--- src/hdl/swat_pkg.sv ---
`default_nettype none

package swat_pkg;

    localparam int MAX_SECTIONS = 16;
    localparam int IDX_W        = (MAX_SECTIONS > 1) ? $clog2(MAX_SECTIONS) : 1;
    localparam int CNT_W        = $clog2(MAX_SECTIONS + 1);

    localparam int ADDR_W  = 32;
    localparam int WIDE_W  = 33;
    localparam int SLOT_W  = 4;
    localparam int NUM_W   = 5;
    localparam int SIU_W   = 5;
    localparam int CFG_W   = 32;

    typedef enum logic [1:0] {
        REQ_WRITE = 2'd0,
        REQ_V2F   = 2'd1,
        REQ_F2V   = 2'd2,
        REQ_CLASS = 2'd3
    } t_req;

    typedef enum logic [1:0] {
        KIND_NONE = 2'd0,
        KIND_CODE = 2'd1,
        KIND_DATA = 2'd2
    } t_kind;

    typedef enum logic {
        CFG_SECTIONS_IN_USE = 1'b0,
        CFG_FILE_LENGTH     = 1'b1
    } t_cfg_index;

    typedef enum logic [1:0] {
        S_IDLE,
        S_SCAN,
        S_FINISH,
        S_DONE
    } t_state;

    typedef struct packed {
        logic [1:0]        req_type;
        logic [ADDR_W-1:0] address;
        logic [SLOT_W-1:0] entry_index;
        logic [ADDR_W-1:0] entry_virtual_base;
        logic [ADDR_W-1:0] entry_file_offset;
        logic [ADDR_W-1:0] entry_size;
        logic              entry_is_code;
    } t_in_word;

    typedef struct packed {
        logic [WIDE_W-1:0] translated;
        logic              hit;
        logic [WIDE_W-1:0] region_start;
        logic [WIDE_W-1:0] region_end;
        logic [1:0]        region_kind;
        logic [NUM_W-1:0]  section_number;
    } t_out_word;

    typedef struct packed {
        logic [ADDR_W-1:0] virtual_base;
        logic [ADDR_W-1:0] file_offset;
        logic [ADDR_W-1:0] length;
        logic              code;
    } t_entry;

    // compare results of one window check
    typedef struct packed {
        logic [WIDE_W-1:0] lim;
        logic [ADDR_W-1:0] diff;
        logic              ge_lo;
        logic              le_lim;
        logic              lt_lim;
        logic              ge_start;
    } t_alu_flags;

endpackage

`default_nettype wire

--- src/hdl/swat_table.sv ---
`default_nettype none

module swat_table
    import swat_pkg::*;
(
    input  wire logic              i_clk,
    input  wire logic              i_we,
    input  wire logic [SLOT_W-1:0] i_wr_slot,
    input  wire t_entry            i_wr_entry,
    input  wire logic [IDX_W-1:0]  i_rd_idx,
    output t_entry                 o_rd_entry
);

    t_entry r_mem [MAX_SECTIONS];
    t_entry r_rd;

    // slots beyond the table depth are dropped
    always_ff @(posedge i_clk) begin
        if (i_we && (32'(i_wr_slot) < MAX_SECTIONS)) begin
            r_mem[IDX_W'(i_wr_slot)] <= i_wr_entry;
        end
        r_rd <= r_mem[i_rd_idx];
    end

    assign o_rd_entry = r_rd;

endmodule

`default_nettype wire

--- src/hdl/swat_alu.sv ---
`default_nettype none

module swat_alu
    import swat_pkg::*;
(
    input  wire logic [ADDR_W-1:0] i_addr,
    input  wire logic [ADDR_W-1:0] i_lo,
    input  wire logic [ADDR_W-1:0] i_len,
    input  wire logic [WIDE_W-1:0] i_start,
    output t_alu_flags             o_flags
);

    logic [WIDE_W-1:0] w_addr;
    logic [WIDE_W-1:0] w_lim;

    assign w_addr = {1'b0, i_addr};
    assign w_lim  = {1'b0, i_lo} + {1'b0, i_len};

    always_comb begin
        o_flags.lim      = w_lim;
        o_flags.diff     = i_addr - i_lo;
        o_flags.ge_lo    = (i_addr >= i_lo);
        o_flags.le_lim   = (w_addr <= w_lim);
        o_flags.lt_lim   = (w_addr < w_lim);
        o_flags.ge_start = (w_addr >= i_start);
    end

endmodule

`default_nettype wire

--- src/hdl/section_window_address_translator_unit.sv ---
`default_nettype none

// Section window address translator. A table of section windows (virtual
// base, file offset, size, code flag) is loaded by write words and scanned in
// order by virtual-to-file, file-to-virtual and region query words; the first
// window that holds the address wins, with an inclusive end bound for
// translation and an exclusive one for region queries. Only the first
// sections_in_use entries are scanned (capped at the table depth). A query
// scan ends early on a hit or a gap. The table's single registered read
// port feeds one shared add/compare unit, one entry per cycle; a translation
// hit takes a final add step, and each finished word is then handed to the
// output register. A word held in the output register does not block the
// next input word; a second finished word waits in the sequencer, with the
// input not ready, until the output register frees. Entries that were never
// written read as garbage; the user must write configuration registers only
// while the block is idle, which the block itself does not enforce.
module section_window_address_translator_unit
    import swat_pkg::*;
(
    input  wire logic             i_clk,
    input  wire logic             i_rst_n,

    input  wire logic             i_cfg_we,
    input  wire logic             i_cfg_index,
    input  wire logic [CFG_W-1:0] i_cfg_data,

    input  wire logic             i_in_valid,
    output logic                  o_in_ready,
    input  wire t_in_word         i_in_word,

    output logic                  o_out_valid,
    input  wire logic             i_out_ready,
    output t_out_word             o_out_word
);

    // configuration
    logic [SIU_W-1:0]  r_siu;
    logic [ADDR_W-1:0] r_flen;

    // sequencer
    t_state            r_state, n_state;
    t_req              r_req, n_req;
    logic [ADDR_W-1:0] r_addr, n_addr;
    logic [IDX_W-1:0]  r_idx, n_idx;
    logic [WIDE_W-1:0] r_start, n_start;
    logic [ADDR_W-1:0] r_to, n_to;
    logic [ADDR_W-1:0] r_diff, n_diff;
    t_out_word         r_res, n_res;

    // output register
    logic              r_out_valid, n_out_valid;
    t_out_word         r_out, n_out;

    logic              w_in_acc;
    logic              w_out_free;
    logic [CNT_W-1:0]  w_scan_n;
    logic              w_last;
    logic [IDX_W-1:0]  w_rd_idx;
    t_entry            w_entry;
    t_entry            w_wr_entry;
    logic [ADDR_W-1:0] w_lo;
    t_alu_flags        w_flags;

    // input side is open only between words
    assign o_in_ready = (r_state == S_IDLE);

    assign w_in_acc   = i_in_valid && o_in_ready;
    assign w_out_free = !r_out_valid || i_out_ready;
    assign w_scan_n   = (32'(r_siu) > MAX_SECTIONS) ? CNT_W'(MAX_SECTIONS)
                                                    : CNT_W'(r_siu);
    assign w_last     = ((CNT_W'(r_idx) + CNT_W'(1)) == w_scan_n);

    always_ff @(posedge i_clk) begin
        if (!i_rst_n) begin
            r_siu  <= '0;
            r_flen <= '0;
        end else if (i_cfg_we) begin
            case (i_cfg_index)
                CFG_SECTIONS_IN_USE: r_siu  <= i_cfg_data[SIU_W-1:0];
                CFG_FILE_LENGTH:     r_flen <= i_cfg_data[ADDR_W-1:0];
                default:             r_siu  <= r_siu;
            endcase
        end
    end

    // entry i sits on the read port in the scan cycle for i; fetch the next
    assign w_rd_idx = (r_state == S_SCAN) ? (r_idx + IDX_W'(1)) : '0;

    always_comb begin
        w_wr_entry.virtual_base = i_in_word.entry_virtual_base;
        w_wr_entry.file_offset  = i_in_word.entry_file_offset;
        w_wr_entry.length       = i_in_word.entry_size;
        w_wr_entry.code         = i_in_word.entry_is_code;
    end

    swat_table u_table (
        .i_clk      (i_clk),
        .i_we       (w_in_acc && (t_req'(i_in_word.req_type) == REQ_WRITE)),
        .i_wr_slot  (i_in_word.entry_index),
        .i_wr_entry (w_wr_entry),
        .i_rd_idx   (w_rd_idx),
        .o_rd_entry (w_entry)
    );

    // virtual-to-file matches on the virtual base, everything else on offset
    assign w_lo = (r_req == REQ_V2F) ? w_entry.virtual_base : w_entry.file_offset;

    swat_alu u_alu (
        .i_addr  (r_addr),
        .i_lo    (w_lo),
        .i_len   (w_entry.length),
        .i_start (r_start),
        .o_flags (w_flags)
    );

    always_comb begin
        n_state     = r_state;
        n_req       = r_req;
        n_addr      = r_addr;
        n_idx       = r_idx;
        n_start     = r_start;
        n_to        = r_to;
        n_diff      = r_diff;
        n_res       = r_res;
        n_out_valid = r_out_valid;
        n_out       = r_out;

        if (r_out_valid && i_out_ready) begin
            n_out_valid = 1'b0;
        end

        case (r_state)
            S_IDLE: begin
                if (w_in_acc) begin
                    n_req   = t_req'(i_in_word.req_type);
                    n_addr  = i_in_word.address;
                    n_idx   = '0;
                    n_start = '0;
                    n_res   = '0;
                    if (t_req'(i_in_word.req_type) == REQ_CLASS) begin
                        n_res.region_end = {1'b0, r_flen};
                    end
                    if (t_req'(i_in_word.req_type) == REQ_WRITE || w_scan_n == '0) begin
                        n_state = S_DONE;
                    end else begin
                        n_state = S_SCAN;
                    end
                end
            end

            S_SCAN: begin
                n_idx = r_idx + IDX_W'(1);
                if (r_req == REQ_CLASS) begin
                    if (w_flags.ge_start && !w_flags.ge_lo) begin
                        // gap ahead of this section
                        n_res.region_start = r_start;
                        n_res.region_end   = {1'b0, w_entry.file_offset};
                        n_state            = S_DONE;
                    end else if (w_flags.ge_lo && w_flags.lt_lim) begin
                        n_res.hit            = 1'b1;
                        n_res.region_start   = {1'b0, w_entry.file_offset};
                        n_res.region_end     = w_flags.lim;
                        n_res.region_kind    = w_entry.code ? KIND_CODE : KIND_DATA;
                        n_res.section_number = NUM_W'(r_idx) + NUM_W'(1);
                        n_state              = S_DONE;
                    end else begin
                        n_start = w_flags.lim;
                        if (w_last) begin
                            // trailing region after the last section
                            n_res.region_start = w_flags.lim;
                            n_state            = S_DONE;
                        end
                    end
                end else begin
                    if (w_flags.ge_lo && w_flags.le_lim) begin
                        n_to    = (r_req == REQ_V2F) ? w_entry.file_offset
                                                     : w_entry.virtual_base;
                        n_diff  = w_flags.diff;
                        n_state = S_FINISH;
                    end else if (w_last) begin
                        n_state = S_DONE;
                    end
                end
            end

            S_FINISH: begin
                n_res.translated = {1'b0, r_to} + {1'b0, r_diff};
                n_res.hit        = 1'b1;
                n_state          = S_DONE;
            end

            S_DONE: begin
                if (w_out_free) begin
                    n_out       = r_res;
                    n_out_valid = 1'b1;
                    n_state     = S_IDLE;
                end
            end

            default: begin
                n_state = S_IDLE;
            end
        endcase
    end

    always_ff @(posedge i_clk) begin
        if (!i_rst_n) begin
            r_state     <= S_IDLE;
            r_out_valid <= 1'b0;
        end else begin
            r_state     <= n_state;
            r_out_valid <= n_out_valid;
        end
    end

    always_ff @(posedge i_clk) begin
        r_req   <= n_req;
        r_addr  <= n_addr;
        r_idx   <= n_idx;
        r_start <= n_start;
        r_to    <= n_to;
        r_diff  <= n_diff;
        r_res   <= n_res;
        r_out   <= n_out;
    end

    assign o_out_valid = r_out_valid;
    assign o_out_word  = r_out;

    // the scan never runs past the scanned count
    a_scan_bound: assert property (@(posedge i_clk) disable iff (!i_rst_n)
        (r_state == S_SCAN) |-> (CNT_W'(r_idx) < w_scan_n))
        else $error("scan index beyond section count");

    // one word at a time: busy right after an accept
    a_busy_after_accept: assert property (@(posedge i_clk) disable iff (!i_rst_n)
        w_in_acc |=> !o_in_ready)
        else $error("ready held high after accept");

    // a section kind only comes with a hit and a section number
    a_kind_needs_hit: assert property (@(posedge i_clk) disable iff (!i_rst_n)
        (o_out_valid && (o_out_word.region_kind != KIND_NONE)) |->
        (o_out_word.hit && (o_out_word.section_number != '0)))
        else $error("region kind without matching section");

    // a finished word is never dropped while the output is stalled
    a_out_hold: assert property (@(posedge i_clk) disable iff (!i_rst_n)
        (r_state == S_DONE && r_out_valid && !i_out_ready) |=> (r_state == S_DONE))
        else $error("result left before output slot freed");

endmodule

`default_nettype wire
--- config.mk ---
export PLATFORM = sky130hd
export DESIGN_NAME = section_window_address_translator_unit
export DESIGN_NICKNAME = d
export VERILOG_FILES = /design/src/hdl/swat_pkg.sv /design/src/hdl/swat_table.sv /design/src/hdl/swat_alu.sv /design/src/hdl/section_window_address_translator_unit.sv
export SDC_FILE = /design/constraint.sdc
export NUM_CORES = 2
export LEC_CHECK = 0
export ABC_CLOCK_PERIOD_IN_PS = 11020
export BUFFER_PORTS_ARGS = -buffer_cell sky130_fd_sc_hd__buf_2
export CORE_MARGIN = 2
export CORE_UTILIZATION = 40
export CTS_BUF_LIST = sky130_fd_sc_hd__clkbuf_8 sky130_fd_sc_hd__clkbuf_16
export CTS_CLUSTER_DIAMETER = 150
export CTS_CLUSTER_SIZE = 8
export DETAILED_ROUTE_END_ITERATION = 6
export GPL_TIMING_DRIVEN = 0
export SYNTH_ARGS = -nofsm -noshare
export SYNTH_HDL_FRONTEND = slang
export SYNTH_SLANG_ARGS = --single-unit
--- constraint.sdc ---
create_clock -name i_clk -period 11.02 [get_ports i_clk]
set_input_delay 1.102 -clock i_clk [delete_from_list [all_inputs] [get_ports i_clk]]
set_output_delay 1.102 -clock i_clk [all_outputs]
set_load 0.02 [all_outputs]
# After elaboration in Yosys (flattened, before gate mapping)
# Memories as Yosys holds them, arrays and structs flattened. A register that Yosys moved wholly into a read port is not among the register bits.
# Index checks and enable logic that the tools add are counted.
# totals
latch_bits	0
output_inout_bits	109
reg_bits	389
elab_cells	118
n_memories	1
in_bits	173
mem_bits_rw	1552
mem_bits_ro	0
# classes
div	0
order_cmp	5
mul	0
n_shift	0
add_sub_neg	5
bitwise_logic	2
muxes	39
n_reduce_logical	29
n_eq_ne	15
# mem_list
memory	depth	word_bits	read_ports	rd_clocked_by_memory_dff	write_ports	line_no	source
u_table.r_mem	16	97	1	1	1	swat_table.sv:14	t_entry r_mem [MAX_SECTIONS];
# ops
cell	n
33-bit two-way mux	6
73-bit one-hot mux with 2 select lines	1
33-bit one-hot mux with 2 select lines	2
107-bit two-way mux	1
32-bit two-way mux	3
74-bit two-way mux	1
32-bit by 32-bit adder with 33-bit output	2
66-bit two-way mux	1
40-bit two-way mux	1
32-bit by 33-bit greater-or-equal comparator with 1-bit output	1
32-bit by 33-bit less-or-equal comparator with 1-bit output	1
32-bit by 33-bit less-than comparator with 1-bit output	1
32-bit greater-or-equal comparator	1
32-bit subtractor	1
2-bit two-way mux	9
5-bit AND reduction	3
2-bit AND reduction	7
2-bit equality test (second input constant)	4
4-bit two-way mux	2
2-bit one-hot mux with 4 select lines	1
4-bit one-hot mux with 2 select lines	1
4-bit AND reduction	2
1-bit two-way mux	7
7-bit two-way mux	1
other kinds (20)	35

# Logic depth before layout (Yosys ltp)
# depth
depth_word	9
depth_mapped	25
ltp_nobuf	22

# By module
# Synthesis repeated with hierarchy kept, for this count alone.
# hier_totals
cells_unflattened	4572
area_unflattened_um2	81725.9
# modules_own_cells
module	n_inst	area_per_inst_um2	seq_area_each_um2	cells_each
swat_table	1	59866.2	48546.6	2484
section_window_address_translator_unit	1	16896.2	11280.8	1410
swat_alu	1	4963.5	0.0	678

# Worst setup path after synthesis
# OpenSTA, ideal clock, no wires.
# synth_path
path_kind	input-to-reg
startpoint	input port i_in_valid
endpoint	memory u_table.r_mem[0][0] in the netlist's numbering, enable pin
required_time_ns	10.347
setup_time_ns	0.673
path_buffers	0
slack_ns	2.173
t_arrival_ns	8.174
path_stages	4
path_cell_list	nand2_1 nor4_1 nand2b_1 nor3_1
# synth_between
elab_chain_cells	4
# synth_rtl
element	line_no	source
from (decl)	section_window_address_translator_unit.sv:27	input wire logic i_in_valid,
1-bit logical AND	section_window_address_translator_unit.sv:67	assign w_in_acc = i_in_valid && o_in_ready;
1-bit logical AND	section_window_address_translator_unit.sv:98	.i_we (w_in_acc && (t_req'(i_in_word.req_type) == REQ_WRITE)),
1-bit two-way mux	swat_table.sv:19	if (i_we && (32'(i_wr_slot) < MAX_SECTIONS)) begin
1-bit two-way mux (not written as such)	swat_table.sv:20	r_mem[IDX_W'(i_wr_slot)] <= i_wr_entry;
to (decl)	swat_table.sv:14	
# No other way between the ends.

# Worst setup path in the final report
# layout_path
startpoint	register r_req[1]
endpoint	register r_start[6], enable pin
# layout_between
elab_chain_cells	7
elab_cells_between_ends	13
classes_between	add/sub (1); order compare (2); eq/ne (5); mux (1); reduce/logical (4)
# layout_rtl
element	line_no	source
from (decl)	section_window_address_translator_unit.sv:42	t_req r_req, n_req;
from (signal assigned)	section_window_address_translator_unit.sv:217	r_req <= n_req;
2-bit by 1-bit equality test with 1-bit output	section_window_address_translator_unit.sv:106	assign w_lo = (r_req == REQ_V2F) ? w_entry.virtual_base : w_entry.file_offset;
32-bit two-way mux	section_window_address_translator_unit.sv:106	
32-bit by 32-bit adder with 33-bit output or 32-bit greater-or-equal comparator (tied branches)	swat_alu.sv:17, swat_alu.sv:22	
32-bit by 33-bit less-than comparator with 1-bit output or 1-bit zero test (tied branches)	swat_alu.sv:24, section_window_address_translator_unit.sv:154	
1-bit logical AND, on equally long branches	section_window_address_translator_unit.sv:159, section_window_address_translator_unit.sv:154	
2-bit inequality test (no source line)	--	
5-bit AND reduction (no source line) *	--	
to (signal assigned)	section_window_address_translator_unit.sv:220	r_start <= n_start;
to (decl)	section_window_address_translator_unit.sv:45	logic [WIDE_W-1:0] r_start, n_start;
# Every way passes the cells marked *; elsewhere a longest branch is shown, timed or not.
# A chain may end at the register's enable or synchronous reset.

==> metrics.cfg <==
[clock_tree]
postCtsSetupBuffers = 0
clock-sinks = 2038
clk_path_buf_depth = 4
cts.htree.levels = 5
root_buffer = clkbuf_16
cts_resized = 0
cts_made_buffers = 305
clk_pin_slew_ps = 50
cts_hold_buf = 0
clk_latency_ps = 930
cts_tree = yes

[sta]
max_slew.worst_pin.slew_ps = 1590
grt_setup_unrepaired = no
drv_slew = 3
fin_crit_ps = 9040
layout_setup_ws_ps = 1980
skew_ps = 84.7
setup_viol = 0
max_freq_mhz = 111
fin_crit_sh_pct = 82.0
maxSlewHeadroom_pct = -6.80
hold_viol = 0
fin_hold_ws_ps = 368

[outcome]
violations = DRC, capacitance limit, slew limit
status = finished with violations

[routing]
wire_per_inst_um = 27.3
vias = 49666
antenna_left = 0
drc = 3
viasPerCell = 5.49
first_pass_iters = 7
drt_iter0_drc = 5078
routed_wl_mm = 247

[synthesis]
synth_cell_types = 83
syn_nets = 5769
synthFlopType = edfxtp_1
synth_seq_area_share_pct = 71.4
synth_edf_count = 1901
netlist_top_cells_count = edfxtp_1, nand2_1, mux2i_1
yosys.cell_count.top_type = edfxtp_1
synth.largest_area_cell = edfxtp_1
synth_top_area_share_pct = 68.2
synth.avg_cell_area_um2 = 15.4
synth_area_leaders = edfxtp_1, mux2i_1, dfxtp_1
syn_area_mm2 = 0.0837
synth_warnings = 0
synth.ff_latch_count = 2038
synthCells = 5427
async_flop_share_pct = 0

[min_path]
hp-class = primary input to flip-flop

[power]
power.density_mw_per_mm2 = 273
power_frac_seq_pct = 36.3
ir_drop_uv = 177
swShare_pct = 35.4
p_switching_w = 0.00956
power_frac_clock_pct = 30.1
comb_power_share_pct = 33.6
leakage_nw = 35.8
internal_power_w = 0.0174

[global_route]
grt_remaining_overflow = 0
antenna_found_initial = 57
grt_usage_pct = 22.8
grt_pass1_vias = 49352
grt_pass1_wl_mm = 348
grt_max_degree = 38

[final_layout]
drive_gt1_share_pct = 14.8
area_growth_pct = 18.1
post-route-cell-area_mm2 = 0.0989
finalNetCount = 6461
stdcell_count = 9046

[placed_design]
post-place-cells = 8600
place.gp.congestion = 0.973
place_area_mm2 = 0.0905
port_buffers = 281
hpwl_mm = 178
place_ws_ps = 1990

[floorplan]
ios = 282
die_h_um = 462
die-area_mm2 = 0.213
num_rows = 167
start_util_pct = 40.3
die_w_um = 462
core_mm2 = 0.208

[setup_path]
crit_path_end_kind = flip-flop
startpoint = r_req[1]
r2r_cells = 25
crit_end = r_start[6]
cp_max_fo = 33
arrival_ps = 9560
reg2reg_slack_ps = 1980
critPathLaunchType = flip-flop
reg2reg_to = r_start[6]
cp_data_required_time_ps = 11540
r2r-start = r_req[1]
path_class = flip-flop to flip-flop

[job]
drv_cap = 2

==> cell families (layout without fill, tap and decap cells) <==
group / after synthesis / in the layout / share of synthesized area, %
fa+ha+maj: 169 / 169 / 2.55
mux: 711 / 711 / 10.0
other cells: 0 / 28 / 0
flops: 2038 / 2038 / 71.4
simple gates: 1187 / 1187 / 6.23
xor+xnor: 81 / 81 / 0.847
buf+inv: 413 / 1216 / 1.94
compound gates: 828 / 828 / 6.94
==> sequential cells by signal (all words and copies together) (netlist names), 2 cells and up <==
name,flops
o_out_word,107
r_addr,32
r_diff,32
r_flen,32
r_idx,4
r_req,2
r_res,107
r_siu,5
r_start,33
r_state,2
r_to,32
u_table.o_rd_entry,97
u_table.r_mem,1552
==> worst min path at each step <==
| stage | start | endpoint | slack [ps] | cells past startpoint |
|---|---|---|---|---|
| final | i_in_word[119] | r_addr[18] | 370 | 1 |
| after global routing | i_in_word[120] | r_addr[19] | 330 | 1 |
| after CTS | i_in_word[119] | r_addr[18] | 300 | 1 |
| after detailed placement | r_res[20] | o_out_word[20] | 400 | 0 |
| after global placement | r_res[45] | o_out_word[45] | 400 | 0 |
| after floorplan | r_res[0] | o_out_word[0] | 400 | 0 |
==> cells in the final DEF (no fill, tap or decap), drive strengths merged, types with 8 or more instances in the layout <==
cell type and n:
nand2 676, nor2 144, mux2 60, a211oi 106
o21bai 17, or3 8, a21o 53, and3 10
clkbuf 543, a221oi 9, a311oi 195, and2 11
xnor2 46, nor2b 117, a31oi 18, a21boi 37
diode 28, nand4 19, mux4 97, edfxtp 1901
nand3 128, nand2b 15, o211ai 12, a21oi 196
dfxtp 137, inv 231, mux2i 554, o21a 18
buf 436, xor2 35, o21ai 111, nor3 33
ha 166
==> layout make-up <==
type,instances,area [µm²]
fillers,17746,109000
flip-flops and latches,2038,59800
multi-input cells,2976,22500
clock buffers,314,7860
well taps,2788,3490
repair buffers,385,3140
plain buffers,280,1120
inverters,133,499
clock inverters,104,429
diodes,28,70.1
==> power groups by stage <==
stage | clock, W | sequential (W) | combinational [W]
3_5_place_dp | 0 | 0.00995 | 0.00896
2_1_floorplan | 0 | 0.00971 | 0.00560
3_3_place_gp | 0 | 0.00999 | 0.00880
5_1_grt | 0.00858 | 0.00984 | 0.00969
4_1_cts | 0.00826 | 0.00981 | 0.00900
6_report | 0.00813 | 0.00981 | 0.00906
==> stage by stage <==
step / TNS (ps) / power (W) / util [%]
after global routing: 0 / 0.0281 / 47.6
after CTS: 0 / 0.0271 / 47.6
after detailed placement: 0 / 0.0189 / 43.6
after floorplan: 0 / 0.0153 / -
final: 0 / 0.0270 / 47.6
after global placement: -2441140 / 0.0188 / 42.7
==> metal layers <==
metal  GRT usage [%]  vias to the layer above  routed length (µm)
met3            4.70                      450               17500
met5           0.226                        -                 235
met1            29.4                    24867              100000
met2            37.0                     2016              117000
li1                -                    22295                   -
met4            10.9                       38               11300
==> critical path: stages (launching register included) <==
cell      delay, ps
edfxtp_1        440
nor2b_1         460
buf_1           520
clkbuf_1        640
mux2_2          470
ha_1            250
fa_1            450
a21oi_1         210
o211ai_1        200
o211ai_1        420
a21oi_2         170
or3_1           440
a21oi_1         170
xnor2_1         230
inv_1           110
ha_1            300
and3_1          160
nand4_1         190
nor4_1          590
o21ai_0         350
a21boi_0        380
a221o_1         220
buf_6           190
buf_12          170
a21oi_1         110
nor2_4          780
Power figures use the tool's default switching activity.
